`config.mk`:
```
export PLATFORM = sky130hd
export DESIGN_NAME = midi_serial_byte_parser_flat
export DESIGN_NICKNAME = d
export VERILOG_FILES = /design/src/sv/msbp_pkg.sv /design/src/sv/msbp_if.sv /design/src/sv/msbp_front.sv /design/src/sv/msbp_queue.sv /design/src/sv/msbp_back.sv /design/src/sv/midi_serial_byte_parser.sv /design/src/flat_wrapper.sv
export SDC_FILE = /design/constraint.sdc
export NUM_CORES = 1
export LEC_CHECK = 0
export BUFFER_PORTS_ARGS = -buffer_cell sky130_fd_sc_hd__buf_4
export CAP_MARGIN = 0
export CORE_ASPECT_RATIO = 1.1
export CORE_MARGIN = 4
export CORE_UTILIZATION = 39
export CTS_CLUSTER_SIZE = 24
export DETAILED_ROUTE_END_ITERATION = 8
export PLACE_DENSITY = 0.59
export SLEW_MARGIN = 20
export SYNTH_ARGS = -nofsm -noshare
export SYNTH_HDL_FRONTEND = slang
export SYNTH_SLANG_ARGS = --single-unit
export TNS_END_PERCENT = 5
```
`constraint.sdc`:
```
create_clock -name clk_i -period 2.9 [get_ports clk_i]
set_clock_uncertainty 0.2 [all_clocks]
set_input_delay 0 -clock clk_i [delete_from_list [all_inputs] [get_ports clk_i]]
set_output_delay 0 -clock clk_i [all_outputs]
set_load 0.01 [all_outputs]
```
`src/sv/msbp_pkg.sv`:
```
// msbp_pkg: shared types and constants for the MIDI serial byte parser.
// No dependencies; imported by every other file of the block but msbp_if.
package msbp_pkg;

  // Configuration port
  localparam int unsigned APB_ADDR_W = 3;
  localparam int unsigned APB_DATA_W = 32;
  localparam int unsigned TICK_W     = 16;

  localparam logic REG_SENSE_TIMEOUT = 1'b0;
  localparam logic REG_LED_TIMEOUT   = 1'b1;

  localparam logic [TICK_W-1:0] SENSE_TIMEOUT_RST = 16'd300;
  localparam logic [TICK_W-1:0] LED_TIMEOUT_RST   = 16'd50;
  localparam logic [TICK_W-1:0] TICK_MAX          = 16'hFFFF;

  // Input opcodes
  localparam logic OP_BYTE = 1'b0;
  localparam logic OP_TICK = 1'b1;

  // Special MIDI bytes
  localparam logic [7:0] MIDI_SYSEX_START  = 8'hF0;
  localparam logic [7:0] MIDI_SYSEX_END    = 8'hF7;
  localparam logic [7:0] MIDI_ACTIVE_SENSE = 8'hFE;
  localparam logic [7:0] SYSEX_ID_REBOOT   = 8'h7D;
  localparam logic [7:0] SYSEX_CMD_REBOOT  = 8'h00;
  // status C0..DF carries a single data byte
  localparam logic [2:0] STATUS_TWO_BYTE_TOP = 3'b110;

  localparam logic [2:0] SYSEX_LEN_MAX    = 3'd7;
  localparam logic [2:0] SYSEX_LEN_REBOOT = 3'd4;

  localparam int unsigned QUEUE_DEPTH = 2;
  localparam int unsigned QUEUE_PTR_W = $clog2(QUEUE_DEPTH);
  localparam int unsigned QUEUE_CNT_W = $clog2(QUEUE_DEPTH + 1);

  // Class of an accepted item, decided by the front end
  typedef enum logic [2:0] {
    CLS_TICK,
    CLS_DATA,
    CLS_CHAN,
    CLS_SYSEX_START,
    CLS_SYSEX_END,
    CLS_COMMON,
    CLS_SENSE,
    CLS_REALTIME
  } cls_e;

  typedef enum logic [2:0] {
    EVT_NONE     = 3'd0,
    EVT_CHANNEL  = 3'd1,
    EVT_REALTIME = 3'd2,
    EVT_SYSEX    = 3'd3,
    EVT_ALL_OFF  = 3'd4
  } evt_kind_e;

  typedef struct packed {
    cls_e       cls;
    logic [7:0] data_byte;
  } item_t;

  typedef struct packed {
    evt_kind_e  event_kind;
    logic [7:0] byte_value;
    logic [6:0] first_data;
    logic [6:0] second_data;
    logic       sysex_last;
    logic       reboot_request;
    logic       led_lit;
  } result_t;

  typedef struct packed {
    logic [TICK_W-1:0] sense_timeout;
    logic [TICK_W-1:0] led_timeout;
  } cfg_t;

endpackage

```
`src/sv/msbp_if.sv`:
```
// Channel interfaces of the MIDI serial byte parser: input items and results.
// Valid/ready handshake; payload widths follow the package field widths.
interface msbp_in_if;
  logic       valid;
  logic       ready;
  logic       opcode;
  logic [7:0] data_byte;

  modport source(output valid, opcode, data_byte, input ready);
  modport sink(input valid, opcode, data_byte, output ready);
endinterface

interface msbp_out_if;
  logic       valid;
  logic       ready;
  logic [2:0] event_kind;
  logic [7:0] byte_value;
  logic [6:0] first_data;
  logic [6:0] second_data;
  logic       sysex_last;
  logic       reboot_request;
  logic       led_lit;

  modport source(output valid, event_kind, byte_value, first_data, second_data,
                 sysex_last, reboot_request, led_lit, input ready);
  modport sink(input valid, event_kind, byte_value, first_data, second_data,
               sysex_last, reboot_request, led_lit, output ready);
endinterface

```
`src/sv/msbp_front.sv`:
```
// msbp_front: accepts input transactions and classifies each byte or tick.
// Depends on msbp_pkg and msbp_in_if; pushes classified items into the queue.
module msbp_front import msbp_pkg::*; (
  msbp_in_if.sink in_if,
  input  logic    q_full_i,
  output logic    push_o,
  output item_t   item_o
);

  cls_e cls;

  always_comb begin
    if (in_if.opcode == OP_TICK) begin
      cls = CLS_TICK;
    end else begin
      case (in_if.data_byte) inside
        [8'h00:8'h7F]:     cls = CLS_DATA;
        [8'h80:8'hEF]:     cls = CLS_CHAN;
        MIDI_SYSEX_START:  cls = CLS_SYSEX_START;
        MIDI_SYSEX_END:    cls = CLS_SYSEX_END;
        MIDI_ACTIVE_SENSE: cls = CLS_SENSE;
        [8'hF8:8'hFF]:     cls = CLS_REALTIME;
        default:           cls = CLS_COMMON;
      endcase
    end
  end

  assign in_if.ready      = ~q_full_i;
  assign push_o           = in_if.valid & ~q_full_i;
  assign item_o.cls       = cls;
  assign item_o.data_byte = in_if.data_byte;

endmodule

```
`src/sv/msbp_queue.sv`:
```
// msbp_queue: short register queue between classifier and executor.
// Depends on msbp_pkg (item_t, QUEUE_DEPTH).
module msbp_queue import msbp_pkg::*; (
  input  logic  clk_i,
  input  logic  rst_ni,
  input  logic  push_i,
  input  item_t item_i,
  output logic  full_o,
  input  logic  pop_i,
  output logic  valid_o,
  output item_t item_o
);

  item_t                  mem_q [QUEUE_DEPTH];
  logic [QUEUE_PTR_W-1:0] wr_ptr_q, wr_ptr_d;
  logic [QUEUE_PTR_W-1:0] rd_ptr_q, rd_ptr_d;
  logic [QUEUE_CNT_W-1:0] cnt_q, cnt_d;

  assign full_o  = (cnt_q == QUEUE_CNT_W'(QUEUE_DEPTH));
  assign valid_o = (cnt_q != '0);
  assign item_o  = mem_q[rd_ptr_q];

  always_comb begin
    wr_ptr_d = wr_ptr_q;
    rd_ptr_d = rd_ptr_q;
    cnt_d    = cnt_q;
    if (push_i) begin
      wr_ptr_d = (wr_ptr_q == QUEUE_PTR_W'(QUEUE_DEPTH - 1)) ? '0 : wr_ptr_q + 1'b1;
    end
    if (pop_i) begin
      rd_ptr_d = (rd_ptr_q == QUEUE_PTR_W'(QUEUE_DEPTH - 1)) ? '0 : rd_ptr_q + 1'b1;
    end
    if (push_i && !pop_i) begin
      cnt_d = cnt_q + 1'b1;
    end else if (pop_i && !push_i) begin
      cnt_d = cnt_q - 1'b1;
    end
  end

  always_ff @(posedge clk_i or negedge rst_ni) begin
    if (!rst_ni) begin
      wr_ptr_q <= '0;
      rd_ptr_q <= '0;
      cnt_q    <= '0;
    end else begin
      wr_ptr_q <= wr_ptr_d;
      rd_ptr_q <= rd_ptr_d;
      cnt_q    <= cnt_d;
    end
  end

  always_ff @(posedge clk_i) begin
    if (push_i) begin
      mem_q[wr_ptr_q] <= item_i;
    end
  end

  assert property (@(posedge clk_i) disable iff (!rst_ni)
    push_i |-> (cnt_q < QUEUE_CNT_W'(QUEUE_DEPTH)))
    else $error("queue written while full");
  assert property (@(posedge clk_i) disable iff (!rst_ni)
    pop_i |-> (cnt_q != '0))
    else $error("queue read while empty");
  assert property (@(posedge clk_i) disable iff (!rst_ni)
    cnt_q <= QUEUE_CNT_W'(QUEUE_DEPTH))
    else $error("queue count beyond depth");

endmodule

```
`src/sv/msbp_back.sv`:
```
// msbp_back: parser state, sysex tracking, sense/LED tick counters, result register.
// Depends on msbp_pkg and msbp_out_if; pops classified items from the queue.
module msbp_back import msbp_pkg::*; (
  input  logic    clk_i,
  input  logic    rst_ni,
  input  cfg_t    cfg_i,
  input  logic    q_valid_i,
  input  item_t   item_i,
  output logic    pop_o,
  msbp_out_if.source out_if
);

  typedef enum logic [1:0] {
    PH_IDLE,
    PH_DATA1,
    PH_DATA2,
    PH_SYSEX
  } phase_e;

  phase_e            phase_q, phase_d, phase_eff;
  logic [7:0]        status_q, status_d;
  logic [6:0]        held_q, held_d;
  logic [2:0]        sx_len_q, sx_len_d, sx_len_inc;
  logic              sx_id_q, sx_id_d;
  logic              sx_cmd_q, sx_cmd_d;
  logic              armed_q, armed_d;
  logic [TICK_W-1:0] sense_q, sense_d;
  logic              led_on_q, led_on_d;
  logic [TICK_W-1:0] led_el_q, led_el_d;
  logic              out_valid_q;
  result_t           res_q, res_d;
  logic [7:0]        b;

  // executor advances when the result register is free or being drained
  assign pop_o = q_valid_i & (~out_valid_q | out_if.ready);
  assign b     = item_i.data_byte;

  assign sx_len_inc = (sx_len_q < SYSEX_LEN_MAX) ? sx_len_q + 1'b1 : sx_len_q;

  always_comb begin
    phase_d  = phase_q;
    status_d = status_q;
    held_d   = held_q;
    sx_len_d = sx_len_q;
    sx_id_d  = sx_id_q;
    sx_cmd_d = sx_cmd_q;
    armed_d  = armed_q;
    sense_d  = sense_q;
    led_on_d = led_on_q;
    led_el_d = led_el_q;
    res_d    = '0;
    res_d.event_kind = EVT_NONE;

    // a status byte in place of data aborts the partial message
    phase_eff = phase_q;
    if ((phase_q == PH_DATA1 || phase_q == PH_DATA2) && item_i.cls != CLS_DATA) begin
      phase_eff = PH_IDLE;
    end

    if (pop_o) begin
      if (item_i.cls == CLS_TICK) begin
        sense_d  = (sense_q == TICK_MAX) ? sense_q : sense_q + 1'b1;
        led_el_d = (led_el_q == TICK_MAX) ? led_el_q : led_el_q + 1'b1;
        if (led_on_q && led_el_d >= cfg_i.led_timeout) begin
          led_on_d = 1'b0;
        end
        if (armed_q && sense_d >= cfg_i.sense_timeout) begin
          armed_d = 1'b0;
          res_d.event_kind = EVT_ALL_OFF;
        end
      end else if (phase_q == PH_SYSEX) begin
        if (sx_len_q == 3'd1) begin
          sx_id_d = (b == SYSEX_ID_REBOOT);
        end else if (sx_len_q == 3'd2) begin
          sx_cmd_d = (b == SYSEX_CMD_REBOOT);
        end
        sx_len_d = sx_len_inc;
        res_d.event_kind = EVT_SYSEX;
        res_d.byte_value = b;
        if (item_i.cls == CLS_SYSEX_END) begin
          res_d.sysex_last     = 1'b1;
          res_d.reboot_request = (sx_len_inc >= SYSEX_LEN_REBOOT) & sx_id_q & sx_cmd_q;
          phase_d  = PH_IDLE;
          sx_len_d = '0;
          sx_id_d  = 1'b0;
          sx_cmd_d = 1'b0;
        end
      end else begin
        phase_d = phase_eff;
        case (phase_eff)
          PH_IDLE: begin
            case (item_i.cls)
              CLS_CHAN: begin
                status_d = b;
                phase_d  = PH_DATA1;
              end
              CLS_SENSE: begin
                sense_d = '0;
                armed_d = 1'b1;
              end
              CLS_REALTIME: begin
                sense_d  = '0;
                led_on_d = 1'b1;
                led_el_d = '0;
                res_d.event_kind = EVT_REALTIME;
                res_d.byte_value = b;
              end
              CLS_SYSEX_START: begin
                phase_d  = PH_SYSEX;
                sx_len_d = 3'd1;
                sx_id_d  = 1'b0;
                sx_cmd_d = 1'b0;
                res_d.event_kind = EVT_SYSEX;
                res_d.byte_value = b;
              end
              default: ;  // stray data and system common bytes
            endcase
          end
          PH_DATA1: begin
            if (status_q[7:5] == STATUS_TWO_BYTE_TOP) begin
              res_d.event_kind = EVT_CHANNEL;
              res_d.byte_value = status_q;
              res_d.first_data = b[6:0];
              phase_d  = PH_IDLE;
              sense_d  = '0;
              led_on_d = 1'b1;
              led_el_d = '0;
            end else begin
              held_d  = b[6:0];
              phase_d = PH_DATA2;
            end
          end
          PH_DATA2: begin
            res_d.event_kind  = EVT_CHANNEL;
            res_d.byte_value  = status_q;
            res_d.first_data  = held_q;
            res_d.second_data = b[6:0];
            phase_d  = PH_IDLE;
            sense_d  = '0;
            led_on_d = 1'b1;
            led_el_d = '0;
          end
          default: ;
        endcase
      end
    end
    res_d.led_lit = led_on_d;
  end

  always_ff @(posedge clk_i or negedge rst_ni) begin
    if (!rst_ni) begin
      phase_q     <= PH_IDLE;
      status_q    <= '0;
      held_q      <= '0;
      sx_len_q    <= '0;
      sx_id_q     <= 1'b0;
      sx_cmd_q    <= 1'b0;
      armed_q     <= 1'b0;
      sense_q     <= '0;
      led_on_q    <= 1'b0;
      led_el_q    <= '0;
      out_valid_q <= 1'b0;
      res_q       <= '0;
    end else begin
      phase_q  <= phase_d;
      status_q <= status_d;
      held_q   <= held_d;
      sx_len_q <= sx_len_d;
      sx_id_q  <= sx_id_d;
      sx_cmd_q <= sx_cmd_d;
      armed_q  <= armed_d;
      sense_q  <= sense_d;
      led_on_q <= led_on_d;
      led_el_q <= led_el_d;
      if (pop_o) begin
        out_valid_q <= 1'b1;
        res_q       <= res_d;
      end else if (out_if.ready) begin
        out_valid_q <= 1'b0;
      end
    end
  end

  assign out_if.valid          = out_valid_q;
  assign out_if.event_kind     = res_q.event_kind;
  assign out_if.byte_value     = res_q.byte_value;
  assign out_if.first_data     = res_q.first_data;
  assign out_if.second_data    = res_q.second_data;
  assign out_if.sysex_last     = res_q.sysex_last;
  assign out_if.reboot_request = res_q.reboot_request;
  assign out_if.led_lit        = res_q.led_lit;

  assert property (@(posedge clk_i) disable iff (!rst_ni)
    (out_valid_q && res_q.reboot_request) |-> res_q.sysex_last)
    else $error("reboot flagged off the last sysex byte");
  assert property (@(posedge clk_i) disable iff (!rst_ni)
    (phase_q != PH_SYSEX) |-> (sx_len_q == '0 && !sx_id_q && !sx_cmd_q))
    else $error("sysex tracking left over outside a run");
  assert property (@(posedge clk_i) disable iff (!rst_ni)
    (pop_o && res_d.event_kind == EVT_ALL_OFF) |=> !armed_q)
    else $error("sense timeout still armed after all sound off");

endmodule

```
`src/sv/midi_serial_byte_parser.sv`:
```
// Top level of the MIDI serial byte parser: APB config registers and the
// front end, queue and executor. Depends on msbp_pkg, msbp_if, msbp_front, msbp_queue and msbp_back.
// Each accepted transaction is registered in the queue and then in the result register.
// Throughput: one item per cycle while results are taken; every accepted item yields exactly one result.
// Ready drops only when the 2-entry queue is full (result side stalled).
// Reset (rst_ni low, async): parser idle, counters and flags cleared,
// timeouts back to 300 and 50 ticks; no clearing pass.
module midi_serial_byte_parser import msbp_pkg::*; (
  input  logic                  clk_i,
  input  logic                  rst_ni,
  // APB-style configuration port
  input  logic                  psel,
  input  logic                  penable,
  input  logic                  pwrite,
  input  logic [APB_ADDR_W-1:0] paddr,
  input  logic [APB_DATA_W-1:0] pwdata,
  output logic [APB_DATA_W-1:0] prdata,
  output logic                  pready,
  // byte / tick transactions in, event transactions out
  msbp_in_if.sink               midi_i,
  msbp_out_if.source            evt_o
);

  cfg_t  cfg_q;
  logic  reg_sel;
  logic  cfg_wr;
  logic  push;
  logic  pop;
  logic  q_full;
  logic  q_valid;
  item_t push_item;
  item_t pop_item;

  // word address: register i at byte 4*i
  assign reg_sel = paddr[2];
  assign pready  = 1'b1;
  assign cfg_wr  = psel & penable & pwrite;

  always_ff @(posedge clk_i or negedge rst_ni) begin
    if (!rst_ni) begin
      cfg_q.sense_timeout <= SENSE_TIMEOUT_RST;
      cfg_q.led_timeout   <= LED_TIMEOUT_RST;
    end else if (cfg_wr) begin
      case (reg_sel)
        REG_SENSE_TIMEOUT: cfg_q.sense_timeout <= pwdata[TICK_W-1:0];
        REG_LED_TIMEOUT:   cfg_q.led_timeout   <= pwdata[TICK_W-1:0];
        default: ;
      endcase
    end
  end

  always_comb begin
    case (reg_sel)
      REG_SENSE_TIMEOUT: prdata = APB_DATA_W'(cfg_q.sense_timeout);
      REG_LED_TIMEOUT:   prdata = APB_DATA_W'(cfg_q.led_timeout);
      default:           prdata = '0;
    endcase
  end

  // front end: classify each byte/tick as it is accepted
  msbp_front u_front (
    .in_if    (midi_i),
    .q_full_i (q_full),
    .push_o   (push),
    .item_o   (push_item)
  );

  // decouples input acceptance from result back-pressure
  msbp_queue u_queue (
    .clk_i   (clk_i),
    .rst_ni  (rst_ni),
    .push_i  (push),
    .item_i  (push_item),
    .full_o  (q_full),
    .pop_i   (pop),
    .valid_o (q_valid),
    .item_o  (pop_item)
  );

  // executor: parse state, timers and the result register
  msbp_back u_back (
    .clk_i     (clk_i),
    .rst_ni    (rst_ni),
    .cfg_i     (cfg_q),
    .q_valid_i (q_valid),
    .item_i    (pop_item),
    .pop_o     (pop),
    .out_if    (evt_o)
  );

endmodule

```
`src/flat_wrapper.sv`:
```
// flat-port wrapper written by rule: the top's interface ports become plain ports
module midi_serial_byte_parser_flat import msbp_pkg::*;
  (clk_i, rst_ni, psel, penable, pwrite, paddr, pwdata, prdata, pready, midi_i_valid, midi_i_opcode, midi_i_data_byte, midi_i_ready, evt_o_valid, evt_o_event_kind, evt_o_byte_value, evt_o_first_data, evt_o_second_data, evt_o_sysex_last, evt_o_reboot_request, evt_o_led_lit, evt_o_ready);
  msbp_in_if midi_i_i ();
  msbp_out_if evt_o_i ();
  input  logic clk_i;
  input  logic rst_ni;
  input  logic psel;
  input  logic penable;
  input  logic pwrite;
  input  logic [APB_ADDR_W-1:0] paddr;
  input  logic [APB_DATA_W-1:0] pwdata;
  output logic [APB_DATA_W-1:0] prdata;
  output logic pready;
  input wire logic [$bits(midi_i_i.valid)-1:0] midi_i_valid;
  input wire logic [$bits(midi_i_i.opcode)-1:0] midi_i_opcode;
  input wire logic [$bits(midi_i_i.data_byte)-1:0] midi_i_data_byte;
  output wire logic [$bits(midi_i_i.ready)-1:0] midi_i_ready;
  output wire logic [$bits(evt_o_i.valid)-1:0] evt_o_valid;
  output wire logic [$bits(evt_o_i.event_kind)-1:0] evt_o_event_kind;
  output wire logic [$bits(evt_o_i.byte_value)-1:0] evt_o_byte_value;
  output wire logic [$bits(evt_o_i.first_data)-1:0] evt_o_first_data;
  output wire logic [$bits(evt_o_i.second_data)-1:0] evt_o_second_data;
  output wire logic [$bits(evt_o_i.sysex_last)-1:0] evt_o_sysex_last;
  output wire logic [$bits(evt_o_i.reboot_request)-1:0] evt_o_reboot_request;
  output wire logic [$bits(evt_o_i.led_lit)-1:0] evt_o_led_lit;
  input wire logic [$bits(evt_o_i.ready)-1:0] evt_o_ready;
  assign midi_i_i.valid = midi_i_valid;
  assign midi_i_i.opcode = midi_i_opcode;
  assign midi_i_i.data_byte = midi_i_data_byte;
  assign midi_i_ready = midi_i_i.ready;
  assign evt_o_valid = evt_o_i.valid;
  assign evt_o_event_kind = evt_o_i.event_kind;
  assign evt_o_byte_value = evt_o_i.byte_value;
  assign evt_o_first_data = evt_o_i.first_data;
  assign evt_o_second_data = evt_o_i.second_data;
  assign evt_o_sysex_last = evt_o_i.sysex_last;
  assign evt_o_reboot_request = evt_o_i.reboot_request;
  assign evt_o_led_lit = evt_o_i.led_lit;
  assign evt_o_i.ready = evt_o_ready;
  midi_serial_byte_parser u_core (.clk_i(clk_i), .rst_ni(rst_ni), .psel(psel), .penable(penable), .pwrite(pwrite), .paddr(paddr), .pwdata(pwdata), .prdata(prdata), .pready(pready), .midi_i(midi_i_i), .evt_o(evt_o_i));
endmodule
```
* After elaboration in Yosys (flattened, before gate mapping)
Memories as Yosys holds them, arrays and structs flattened. Index checks and enable logic that the tools add are counted.
Cells by class: add/sub/neg operators 7, order comparisons 10, equal/unequal tests 30, mux-type cells 71, bitwise operators 13, reduce and logical (&&, ||, !) cells 34
Operators by type and width (count):
- $mux W16 | 10
- $pmux W16 S3 | 2
- $pmux W32 S2 | 1
- $mux W3 | 11
- $add A16 B1 Y16 const B | 2
- $eq A16 B16 Y1 const B | 2
- $ge A16 B16 Y1 | 2
- $pmux W10 S3 | 1
- $reduce_and A5 Y1 | 6
- $mux W1 | 26
- $eq A8 B8 Y1 const B | 3
- $mux W24 | 1
- $mux W2 | 11
- $pmux W10 S2 | 1
- $ge A8 B8 Y1 const B | 2
- $le A8 B8 Y1 const B | 2
- $mux W14 | 1
- $pmux W7 S2 | 1
- $reduce_bool A2 Y1 | 7
- $eq A3 B3 Y1 const B | 4
- $mux W10 | 1
- $eq A3 B2 Y1 const B | 3
- $ne A3 B1 Y1 const B | 3
- $ne A3 B3 Y1 const B | 3
- other kinds (34) | 59
Word-level totals: bits in registers 121, memory bits (writable) 22, bits of input ports 51, output and inout bits 63, logic and storage cells 189, memories kept 1
Memories:
- u_core.u_queue.mem_q | words 2, bits a word 11, rd ports 1, clocked after Yosys merged registers in 0, wr ports 1, line msbp_queue.sv:14 | item_t mem_q [QUEUE_DEPTH];

* Longest topological paths before layout
Gate-level depths: netlist of the first run.
word-level depth 9, gate-level depth with buffers 14, depth with buffers taken out 13

* By module
A second synthesis of the first run with hierarchy kept.
Unflattened totals: cell total of the unflattened synthesis 787, area, all modules 8421.8 um^2
Modules (own cells, without submodules):
- msbp_back | times used 1, cells an instance 613, area an instance 5651.7 um^2, sequential area each 2127.0 um^2
- midi_serial_byte_parser | times used 1, cells an instance 105, area an instance 1606.5 um^2, sequential area each 809.5 um^2
- msbp_queue | times used 1, cells an instance 50, area an instance 1019.7 um^2, sequential area each 760.7 um^2
- msbp_front | times used 1, cells an instance 19, area an instance 143.9 um^2, sequential area each 0.0 um^2

* Worst setup path after synthesis of the first run
Ideal clock, no wire load.
path type flip-flop to flip-flop, from register u_core.u_back.led_el_q[4], to register u_core.u_back.led_on_q, setup time 0.140 ns, data arrival time 2.829 ns, data required time 2.560 ns, slack -0.269 ns, stages on the path, launching flop included 14, path buffers 1, clock period less this slack 3.169 ns, cells stage by stage dfrtp_1 -> buf_2 -> nand3_1 -> or3_1 -> nor2_1 -> and3_1 -> nor2b_1 -> a21oi_1 -> ha_1 -> nand4_1 -> or4_1 -> a21oi_1 -> o211ai_1 -> a21boi_0
On the way: cells in the longest elaborated chain, start to end 7, elaborated cells between the ends (all ways) 8, those cells by class 1 x add/sub; 1 x order compare; 1 x eq/ne; 4 x mux; 1 x reduce/logical
RTL lines:
- start: declaration | line msbp_back.sv:29 | logic [TICK_W-1:0] led_el_q, led_el_d;
- start signal: assignment | line msbp_back.sv:174 | led_el_q <= led_el_d;
- $add A16 B1 Y16 / $eq A16 B16 Y1 (equally long branches) | line msbp_back.sv:63 | led_el_d = (led_el_q == TICK_MAX) ? led_el_q : led_el_q + 1'b1;
- $mux W16 (*) | line msbp_back.sv:63
- $ge A16 B16 Y1 (*) | line msbp_back.sv:64 | if (led_on_q && led_el_d >= cfg_i.led_timeout) begin
- $logic_and A1 B1 Y1 (*) | line msbp_back.sv:64
- $mux W1 (*) | line msbp_back.sv:64
- $mux W1 (*) | line msbp_back.sv:61 | if (item_i.cls == CLS_TICK) begin
- $mux W1 (*) | line msbp_back.sv:60 | if (pop_o) begin
- via u_core.u_back.led_on_d | line msbp_back.sv:28 | logic led_on_q, led_on_d;
- end signal: assignment | line msbp_back.sv:173 | led_on_q <= led_on_d;
- end: declaration | line msbp_back.sv:28
The timed path passes the listed nets; every way through them passes the cells marked *. A chain may end at the register's enable or synchronous reset.

* Worst setup path after layout of the first run
from register u_core.u_back.led_el_q[0], to register u_core.u_back.led_on_q
Same word-level chain as after synthesis.

==> results of run 1 <==
[kinds of logic (layout without fill, tap and decap cells)]
logic type,count (synthesis),in the layout
mux,48,48
flops,143,143
simple gates,229,229
compound gates,217,217
other cells,2,17
xor+xnor,28,28
fa+ha+maj,42,42
buf+inv,97,306
[state kept, by name, indices dropped and copies added, names as in the netlist, 7 cells and up]
name	count
u_core.u_back.out_if.byte_value	8
u_core.u_back.sense_q	16
u_core.u_queue.mem_q	22
u_core.u_back.status_q	8
u_core.u_back.led_el_q	16
u_core.u_back.held_q	7
u_core.u_back.out_if.second_data	7
u_core.u_back.out_if.first_data	7
u_core.cfg_q	32
[report_power, final]
| part | switching [mW] | total (mW) | internal (mW) |
|---|---|---|---|
| Clock | 0.929 | 2.06 | 1.13 |
| Sequential | 0.321 | 2.89 | 2.56 |
| Combinational | 1.82 | 3.29 | 1.47 |
[Yosys cell counts (all sizes together), types with 12 or more instances]
cell / instances / area [µm²]
buf: 35 / 234
xnor2: 16 / 140
nand4: 14 / 100
dfrtp: 114 / 2850
a31oi: 13 / 87.6
a22o: 16 / 140
ha: 42 / 526
nand3: 22 / 110
a21oi: 47 / 235
clkbuf: 13 / 48.8
mux2: 38 / 428
edfxtp: 22 / 661
nor2: 52 / 198
xor2: 12 / 105
inv: 49 / 184
o21ai: 78 / 390
nand2: 81 / 309
[through the flow]
stage / TNS [ps] / hold slack [ps] / utilization / total power [mW]
floorplan: -652 / -496 / - / 4.73
global placement: -554 / -270 / 0.481 / 5.98
detailed placement: -1310 / -267 / 0.481 / 6.02
CTS: -300 / 19.5 / 0.527 / 8.21
global route: -1150 / 57.4 / 0.533 / 8.79
finish: -421 / 40.0 / 0.533 / 8.24
[layer usage]
layer / up-vias / track usage
li1: 3294 / -
met1: 3172 / 0.244
met2: 134 / 0.328
met3: 20 / 0.0351
met4: 0 / 0.0498
met5: - / 0
[cell type report]
type,count,area share
well taps,252,0.0296
repair buffers,225,0.168
clock buffers,19,0.0415
flip-flops and latches,143,0.347
inverters,49,0.0173
multi-input cells,581,0.387
clock inverters,13,0.00986
[worst max-delay path by stage]
| stage | start | cells after the start | slack [ps] | end |
|---|---|---|---|---|
| finish | u_core.u_back.led_el_q[0]$_DFFE_PN0P_ | 10 | -240 | u_core.u_back.led_on_q$_DFF_PN0_ |
| global route | u_core.u_back.led_el_q[0]$_DFFE_PN0P_ | 10 | -380 | u_core.u_back.led_on_q$_DFF_PN0_ |
| CTS | u_core.u_back.led_el_q[5]$_DFFE_PN0P_ | 10 | -150 | u_core.u_back.led_on_q$_DFF_PN0_ |
| detailed placement | u_core.u_back.led_el_q[1]$_DFFE_PN0P_ | 12 | -250 | u_core.u_back.led_on_q$_DFF_PN0_ |
| global placement | u_core.u_back.led_el_q[0]$_DFFE_PN0P_ | 12 | -170 | u_core.u_back.led_on_q$_DFF_PN0_ |
| floorplan | u_core.u_back.led_el_q[0]$_DFFE_PN0P_ | 12 | -150 | u_core.u_back.led_on_q$_DFF_PN0_ |
[worst reg2reg max path: stages (launching register included)]
cell and delay [ps]:
sky130_fd_sc_hd__dfrtp_1 390, sky130_fd_sc_hd__nand4_1 150, sky130_fd_sc_hd__or3_4 380, sky130_fd_sc_hd__a311o_1 360, sky130_fd_sc_hd__xnor2_1 140, sky130_fd_sc_hd__ha_1 310, sky130_fd_sc_hd__nand4_1 130, sky130_fd_sc_hd__or4_4 540
sky130_fd_sc_hd__a21oi_2 120, sky130_fd_sc_hd__o211ai_1 130, sky130_fd_sc_hd__a21boi_1 170
[what timing repair did]
action | 4_1_cts | 5_1_grt
endpoints found under the hold margin | 190 | 0
resized for setup | 14 | 26
buffers inserted | 2 | 2
hold buffers | 30 | 0
pin swaps | 4 | 7
endpoints found under the setup margin | 27 | 42
==> metrics.txt, run 1 <==
# TYPE chip_impl_metric gauge
chip_impl_metric{name="timing.max_cap.violations",unit=""} 0
chip_impl_metric{name="finalWorstSetupSlack",unit="ps"} -236
chip_impl_info{name="crit_type",value="reg2reg"} 1
chip_impl_metric{name="stdcell_area",unit="µm²"} 10700
chip_impl_metric{name="dp_worst_setup_slack",unit="ps"} -253
chip_impl_metric{name="core-area",unit="µm²"} 20000
chip_impl_metric{name="finalCritPeriodShare",unit=""} 1.08
chip_impl_metric{name="detailroute.wirelength.met2",unit="µm"} 10600
chip_impl_info{name="worstSetupStartpointType",value="flip-flop"} 1
chip_impl_metric{name="fp.dieH",unit="µm"} 158
chip_impl_metric{name="worst-endpoint-required",unit="ps"} 3000
chip_impl_info{name="worst_path_dominant_cell_family",value="simple AND/OR/NAND/NOR gates"} 1
chip_impl_info{name="setup.worst_path.end_class",value="flip-flop"} 1
chip_impl_metric{name="clock_tree.htree_level_count",unit=""} 4
chip_impl_metric{name="yosys.area_share.simple",unit=""} 0.145
chip_impl_info{name="tritoncts_clock_tree",value="done"} 1
chip_impl_metric{name="fin_nets",unit=""} 1110
chip_impl_metric{name="die_area",unit="µm²"} 22900
chip_impl_metric{name="grt_antenna_before_repair",unit=""} 0
chip_impl_metric{name="xor_xnor_fraction_of_synth_area",unit=""} 0.0306
chip_impl_metric{name="gp_routability_congestion",unit=""} 0.848
chip_impl_info{name="worst_hold_path_type",value="in2reg"} 1
chip_impl_info{name="timing.hold.worst_endpoint",value="u_core.cfg_q[19]$_DFFE_PN1P_"} 1
chip_impl_metric{name="clock_latency_late_sink",unit="ps"} 430
chip_impl_metric{name="worst-path-max-fanout",unit=""} 3
chip_impl_metric{name="io-pin-count",unit=""} 114
chip_impl_metric{name="synth_edf_count",unit=""} 22
chip_impl_metric{name="multiInputGateArea",unit="µm²"} 4120
chip_impl_metric{name="wl_met3",unit="µm"} 820
chip_impl_metric{name="placement_rows",unit=""} 54
chip_impl_metric{name="initial_core_util",unit=""} 0.401
chip_impl_metric{name="grt_remaining_overflow",unit=""} 0
chip_impl_metric{name="crit_buf_inv",unit=""} 0
chip_impl_metric{name="hold_depth",unit=""} 4
chip_impl_metric{name="grt_start_max_net_pins",unit=""} 56
chip_impl_metric{name="worstMarginPinSlew",unit="ps"} 1050
chip_impl_info{name="slowest_stage",value="sky130_fd_sc_hd__or4_4"} 1
chip_impl_metric{name="vias",unit=""} 6620
chip_impl_metric{name="insertedDiodeCount",unit=""} 0
chip_impl_info{name="dominantRegCellSynth",value="sky130_fd_sc_hd__dfrtp_1"} 1
chip_impl_metric{name="drtIter0Drc",unit=""} 304
chip_impl_metric{name="synth.ff_latch_count",unit=""} 143
chip_impl_metric{name="drt_drc_violations_left",unit=""} 0
chip_impl_metric{name="ant_nets",unit=""} 0
chip_impl_metric{name="fmaxAchievable",unit="GHz"} 0.319
chip_impl_metric{name="post_synth_inst_count",unit=""} 806
chip_impl_metric{name="netlist_area",unit="µm²"} 8020
chip_impl_metric{name="wl_met1",unit="µm"} 9480
chip_impl_metric{name="seq_area_frac_synth",unit=""} 0.461
chip_impl_metric{name="synth_mux_area_frac",unit=""} 0.0659
chip_impl_info{name="status",value="finished, violations left"} 1
chip_impl_metric{name="clk_pin_slew",unit="ps"} 60
chip_impl_info{name="most-common-layout-cells",value="sky130_fd_sc_hd__buf_4, sky130_fd_sc_hd__dfrtp_1, sky130_fd_sc_hd__nand2_1, sky130_fd_sc_hd__o21ai_0"} 1
chip_impl_metric{name="final-seq-area",unit="µm²"} 3700
chip_impl_metric{name="syn_avg_cell_area",unit="µm²"} 9.94
chip_impl_metric{name="placedInstanceArea",unit="µm²"} 9620
chip_impl_metric{name="slew_headroom",unit=""} 0.297
chip_impl_metric{name="numPlacedInstances",unit=""} 1216
chip_impl_info{name="mostFrequentLayoutCell",value="sky130_fd_sc_hd__buf_4"} 1
chip_impl_metric{name="final-hold-violation-count",unit=""} 0
chip_impl_metric{name="rr_worst_depth",unit=""} 10
chip_impl_info{name="rr_startpoint",value="u_core.u_back.led_el_q[0]$_DFFE_PN0P_"} 1
chip_impl_metric{name="critical-path-max-stage-delay",unit="ps"} 540
chip_impl_metric{name="count_of_yosys_warnings_during_synthesis",unit=""} 0
chip_impl_metric{name="async_reset_ff_frac",unit=""} 0.846
chip_impl_metric{name="final_layout_size_suffix_gt1_frac",unit=""} 0.311
chip_impl_metric{name="ir_drop",unit="mV"} 0.556
chip_impl_info{name="rsz0062_at_grt",value="yes"} 1
chip_impl_metric{name="reg2reg_slack",unit="ps"} -240
chip_impl_metric{name="final.min_clock_period",unit="ps"} 3140
chip_impl_metric{name="final-setup-viol-count",unit=""} 2
chip_impl_info{name="failing_checks",value="negative setup slack"} 1
chip_impl_metric{name="number_of_global_route_vias_before_repair",unit=""} 6618
chip_impl_metric{name="clockBufferDepth",unit=""} 2
chip_impl_metric{name="synth_adder_area_share",unit=""} 0.0656
chip_impl_metric{name="wirelength",unit="µm"} 21200
chip_impl_info{name="cts_root_buf",value="sky130_fd_sc_hd__clkbuf_16"} 1
chip_impl_metric{name="avgRoutedWirePerCell",unit="µm"} 16.5
chip_impl_metric{name="synth_compound_area_frac",unit=""} 0.172
chip_impl_metric{name="timing_max_transition_violations_final",unit=""} 0
chip_impl_metric{name="drt-vias-per-instance",unit=""} 5.16
chip_impl_metric{name="die_w",unit="µm"} 145
chip_impl_info{name="combinational_family_with_the_most_area_after_synthesis",value="compound AO/OA/AOI/OAI gates"} 1
chip_impl_metric{name="post_layout_nonfiller_instances",unit=""} 1282
chip_impl_info{name="timing.critical_path.cells",value="nand4_1 -> or3_4 -> a311o_1 -> xnor2_1 -> ha_1 -> nand4_1 -> or4_4 -> a21oi_2 -> o211ai_1 -> a21boi_1"} 1
chip_impl_metric{name="num-fill-cells",unit=""} 1790
chip_impl_metric{name="first_pass_grt_wire_length",unit="µm"} 34100
chip_impl_metric{name="worst-endpoint-arrival",unit="ps"} 3240
chip_impl_info{name="rr_endpoint",value="u_core.u_back.led_on_q$_DFF_PN0_"} 1
chip_impl_info{name="cell_type_with_the_highest_occurrence_count_on_the_critical_path",value="sky130_fd_sc_hd__nand4_1"} 1
chip_impl_info{name="worst_hold_launch",value="penable"} 1
chip_impl_metric{name="p_leak",unit="nW"} 5.02
chip_impl_metric{name="areaGrowthSynthToFinish",unit="%"} 33.0
chip_impl_metric{name="clock_sink_count",unit=""} 143
chip_impl_metric{name="dr.pass1.iters",unit=""} 5
chip_impl_metric{name="place.port_buffers",unit=""} 78
chip_impl_metric{name="synth.distinct_cells",unit=""} 71
chip_impl_metric{name="grtUsageTotal",unit=""} 0.189
chip_impl_info{name="topRoutingLayerUsed",value="met4"} 1
chip_impl_metric{name="power.density",unit="nW/µm²"} 773
chip_impl_metric{name="dp.final_hpwl",unit="µm"} 14700
chip_impl_metric{name="number_of_buffers_inserted_during_clock_tree_synthesis",unit=""} 17
Note: power is estimated with default switching activity, not from simulation.
==> inputs of run 2 (changes only) <==
Settings changed: ABC_AREA from default to 1, TNS_END_PERCENT 5 to 10.
==> run 2 against run 1 <==
Net effect:
- the run now ends clean
- combinational power up 10%
- power rose by 8.8%
- area after synthesis rose by 0.92%
- clock-buffer cell count down 2
- largest power group unchanged
- highest routed layer unchanged
==> metrics.txt, run 2 <==
# TYPE chip_impl_metric gauge
chip_impl_metric{name="worst-endpoint-required",unit="ps"} 3030
chip_impl_info{name="dominantRegCellSynth",value="sky130_fd_sc_hd__dfrtp_1"} 1
chip_impl_info{name="timing.hold.worst_endpoint",value="u_core.u_back.out_if.valid$_DFFE_PN0P_"} 1
chip_impl_info{name="rr_startpoint",value="u_core.u_back.sense_q[1]$_DFFE_PN0P_"} 1
chip_impl_metric{name="total_switching_power",unit="mW"} 3.69
chip_impl_metric{name="fp.dieH",unit="µm"} 159
chip_impl_metric{name="final-seq-area",unit="µm²"} 3700
chip_impl_info{name="cell_type_with_the_highest_occurrence_count_on_the_critical_path",value="sky130_fd_sc_hd__nand2_2"} 1
chip_impl_metric{name="final-hold-violation-count",unit=""} 0
chip_impl_metric{name="insertedDiodeCount",unit=""} 0
chip_impl_info{name="mostFrequentLayoutCell",value="sky130_fd_sc_hd__nand2_1"} 1
chip_impl_metric{name="clk_pin_slew",unit="ps"} 70
chip_impl_metric{name="p_leak",unit="nW"} 5.27
chip_impl_metric{name="number_of_buffers_inserted_during_clock_tree_synthesis",unit=""} 17
chip_impl_metric{name="clock_latency_late_sink",unit="ps"} 440
chip_impl_metric{name="final.min_clock_period",unit="ps"} 2870
chip_impl_metric{name="core-area",unit="µm²"} 20500
chip_impl_info{name="synth.top_cells.by_count",value="sky130_fd_sc_hd__nand2_1, sky130_fd_sc_hd__inv_1, sky130_fd_sc_hd__dfrtp_1"} 1
chip_impl_info{name="worst_hold_launch",value="evt_o_ready"} 1
chip_impl_metric{name="clock_tree.htree_level_count",unit=""} 4
chip_impl_metric{name="synth.ff_latch_count",unit=""} 143
chip_impl_metric{name="multiInputGateArea",unit="µm²"} 3900
chip_impl_metric{name="clockBufferDepth",unit=""} 2
chip_impl_info{name="rr_endpoint",value="u_core.u_back.armed_q$_DFFE_PN0P_"} 1
chip_impl_info{name="worst_hold_path_type",value="in2reg"} 1
chip_impl_metric{name="grt_remaining_overflow",unit=""} 0
chip_impl_info{name="timing.critical_path.cells",value="ha_4 -> nand3_2 -> or3_4 -> nor2_4 -> clkinv_4 -> buf_4 -> nand2_1 -> ha_1 -> nand2_2 -> o21bai_1 -> a21oi_1 -> nor2_1 -> nand2_2 -> nand2_2 -> nand2_2 -> nand3_1 -> nand2_1"} 1
chip_impl_metric{name="timing.max_cap.violations",unit=""} 0
chip_impl_metric{name="drtIter0Drc",unit=""} 520
chip_impl_metric{name="worst-path-max-fanout",unit=""} 8
chip_impl_info{name="crit_type",value="reg2reg"} 1
chip_impl_metric{name="clock_sink_count",unit=""} 143
chip_impl_metric{name="gp_routability_congestion",unit=""} 0.894
chip_impl_metric{name="setup_tns",unit="ps"} 0
chip_impl_metric{name="count_of_yosys_warnings_during_synthesis",unit=""} 0
chip_impl_info{name="cts_root_buf",value="sky130_fd_sc_hd__clkbuf_16"} 1
chip_impl_metric{name="number_of_global_route_vias_before_repair",unit=""} 6950
chip_impl_metric{name="power.switching_fraction",unit=""} 0.412
chip_impl_info{name="most-common-layout-cells",value="sky130_fd_sc_hd__nand2_1, sky130_fd_sc_hd__inv_1, sky130_fd_sc_hd__buf_4, sky130_fd_sc_hd__dfrtp_1, sky130_fd_sc_hd__o21ai_0"} 1
chip_impl_metric{name="die_w",unit="µm"} 145
chip_impl_metric{name="first_pass_grt_wire_length",unit="µm"} 35500
chip_impl_metric{name="syn_avg_cell_area",unit="µm²"} 7.90
chip_impl_info{name="synth.top_cells.by_area",value="sky130_fd_sc_hd__dfrtp_1, sky130_fd_sc_hd__nand2_1, sky130_fd_sc_hd__edfxtp_1"} 1
chip_impl_info{name="synth_top_area_cell",value="sky130_fd_sc_hd__dfrtp_1"} 1
chip_impl_metric{name="power_frac_comb",unit=""} 0.405
chip_impl_metric{name="final-setup-viol-count",unit=""} 0
chip_impl_metric{name="layout.core_utilization",unit=""} 0.505
chip_impl_metric{name="power.density",unit="nW/µm²"} 865
chip_impl_info{name="tritoncts_clock_tree",value="done"} 1
chip_impl_metric{name="seqPwrFrac",unit=""} 0.334
chip_impl_metric{name="netlist_area",unit="µm²"} 8090
chip_impl_info{name="slowest_stage",value="sky130_fd_sc_hd__or3_4"} 1
chip_impl_metric{name="grtUsageTotal",unit=""} 0.189
chip_impl_metric{name="vias",unit=""} 7074
chip_impl_metric{name="stdcell_area",unit="µm²"} 10400
chip_impl_metric{name="avgRoutedWirePerCell",unit="µm"} 15.2
chip_impl_metric{name="reg2reg_slack",unit="ps"} 30
chip_impl_metric{name="power.share.clock",unit=""} 0.260
chip_impl_metric{name="worstMarginPinSlew",unit="ps"} 1010
chip_impl_info{name="rsz0062_at_grt",value="yes"} 1
chip_impl_metric{name="wirelength",unit="µm"} 21800
chip_impl_metric{name="dr.pass1.iters",unit=""} 5
chip_impl_metric{name="worst_hold_margin",unit="ps"} 95.6
chip_impl_info{name="worstSetupStartpointType",value="flip-flop"} 1
chip_impl_metric{name="areaGrowthSynthToFinish",unit="%"} 28.1
chip_impl_metric{name="finalCritPeriodShare",unit=""} 0.988
chip_impl_metric{name="power.internal",unit="mW"} 5.27
chip_impl_info{name="status",value="finished clean"} 1
chip_impl_metric{name="io-pin-count",unit=""} 114
chip_impl_info{name="layout_top_registers",value="u_core.cfg_q: 32 flops, u_core.u_queue.mem_q: 22 flops"} 1
chip_impl_info{name="top_register",value="u_core.cfg_q"} 1
chip_impl_metric{name="die_area",unit="µm²"} 23100
chip_impl_metric{name="timing_max_transition_violations_final",unit=""} 0
chip_impl_metric{name="initial_core_util",unit=""} 0.394
chip_impl_metric{name="ant_nets",unit=""} 0
chip_impl_metric{name="hold_depth",unit=""} 3
chip_impl_metric{name="ir_drop",unit="mV"} 0.630
chip_impl_metric{name="worst-endpoint-arrival",unit="ps"} 2990
chip_impl_metric{name="grt_start_max_net_pins",unit=""} 47
chip_impl_metric{name="final_layout_size_suffix_gt1_frac",unit=""} 0.197
chip_impl_metric{name="largest_register_ff_count",unit=""} 32
chip_impl_metric{name="synth_edf_count",unit=""} 22
chip_impl_metric{name="drt-vias-per-instance",unit=""} 4.91
chip_impl_metric{name="drt_drc_violations_left",unit=""} 0
chip_impl_info{name="setup.worst_path.end_class",value="flip-flop"} 1
chip_impl_metric{name="rr_worst_depth",unit=""} 17
chip_impl_metric{name="seq_area_frac_synth",unit=""} 0.457
chip_impl_metric{name="dp.final_hpwl",unit="µm"} 15300
chip_impl_metric{name="netlist.area_leader.share",unit=""} 0.353
chip_impl_metric{name="critical-path-max-stage-delay",unit="ps"} 410
chip_impl_metric{name="num-fill-cells",unit=""} 1945
chip_impl_metric{name="synth.distinct_cells",unit=""} 46
chip_impl_metric{name="fmaxAchievable",unit="GHz"} 0.349
chip_impl_metric{name="async_reset_ff_frac",unit=""} 0.846
chip_impl_metric{name="placement_rows",unit=""} 55
chip_impl_metric{name="slew_headroom",unit=""} 0.327
chip_impl_metric{name="grt_antenna_before_repair",unit=""} 0
chip_impl_metric{name="fin_nets",unit=""} 1264
chip_impl_metric{name="post_synth_inst_count",unit=""} 1024
chip_impl_info{name="synth_most_common_cell",value="sky130_fd_sc_hd__nand2_1"} 1
chip_impl_metric{name="placedInstanceArea",unit="µm²"} 9060
chip_impl_metric{name="place.port_buffers",unit=""} 78
==> run 2: layout make-up <==
class / count / area share
clock buffer: 17 / 0.0411
clock inverter: 15 / 0.0182
inverter: 140 / 0.0520
multi-input combinational: 711 / 0.376
sequential: 143 / 0.357
tap: 256 / 0.0309
timing repair buffer: 155 / 0.123
timing repair inverter: 3 / 0.00181
==> run 2: critical path: cells and delay by family, from the launching register on <==
kind                     cells  cell delay [ps]
buffers and inverters        2              260
flip-flops                   1              390
adder cells (fa/ha/maj)      2              410
AO/OA/AOI/OAI                2              190
AND/OR/NAND/NOR             11             1300
==> run 2: what timing repair did <==
action / in CTS / in global routing
resized for setup: 4 / 73
hold buffers: 30 / 0
hold endpoints to repair: 200 / 0
cloned: 0 / 3
endpoints found under the setup margin: 3 / 36
setup buffers: 0 / 10
pin swaps: 0 / 24
==> run 2: stage by stage <==
stage	std cells	power (mW)	setup slack [ps]
6_report	1440	8.96	33.9
4_1_cts	1427	8.75	23.2
3_5_place_dp	1365	6.34	-35.0
3_3_place_gp	1365	6.31	-37.9
2_1_floorplan	1039	5.19	145
5_1_grt	1440	9.63	-166
==> run 2: cell families after synthesis <==
kind of cell	Yosys count	synth area share
compound gates	160	0.110
xor+xnor	26	0.0282
fa+ha+maj	42	0.0650
buf+inv	185	0.100
flops	143	0.457
mux	1	0.00139
other cells	2	0.000928
simple gates	465	0.238
==> run 2: worst max path at each step <==
| stage | end | slack, ps | startpoint |
|---|---|---|---|
| finish | u_core.u_back.armed_q$_DFFE_PN0P_ | 30 | u_core.u_back.sense_q[1]$_DFFE_PN0P_ |
| global route | u_core.u_back.armed_q$_DFFE_PN0P_ | -170 | u_core.u_back.sense_q[1]$_DFFE_PN0P_ |
| detailed placement | u_core.u_back.armed_q$_DFFE_PN0P_ | -30 | u_core.u_back.sense_q[0]$_DFFE_PN0P_ |
| floorplan | u_core.u_back.armed_q$_DFFE_PN0P_ | 140 | u_core.u_back.sense_q[0]$_DFFE_PN0P_ |
| CTS | u_core.u_back.armed_q$_DFFE_PN0P_ | 20 | u_core.u_back.sense_q[0]$_DFFE_PN0P_ |
| global placement | u_core.u_back.armed_q$_DFFE_PN0P_ | -40 | u_core.u_back.sense_q[0]$_DFFE_PN0P_ |
==> run 2: per-layer routing <==
metal / share of wire / track usage
met1: 0.44 / 0.240
met2: 0.49 / 0.324
met3: 0.040 / 0.0393
met4: 0.022 / 0.0596
met5: 0 / 0
==> run 2: power by group through the flow <==
stage                     Clock, mW  Combinational [mW]  Sequential, mW
after floorplan                   0                2.23            2.96
after global placement            0                3.31            3.00
after detailed placement          0                3.34            3.00
after CTS                      2.38                3.39            2.98
after global routing           2.46                4.11            3.06
final                          2.33                3.63            3.00
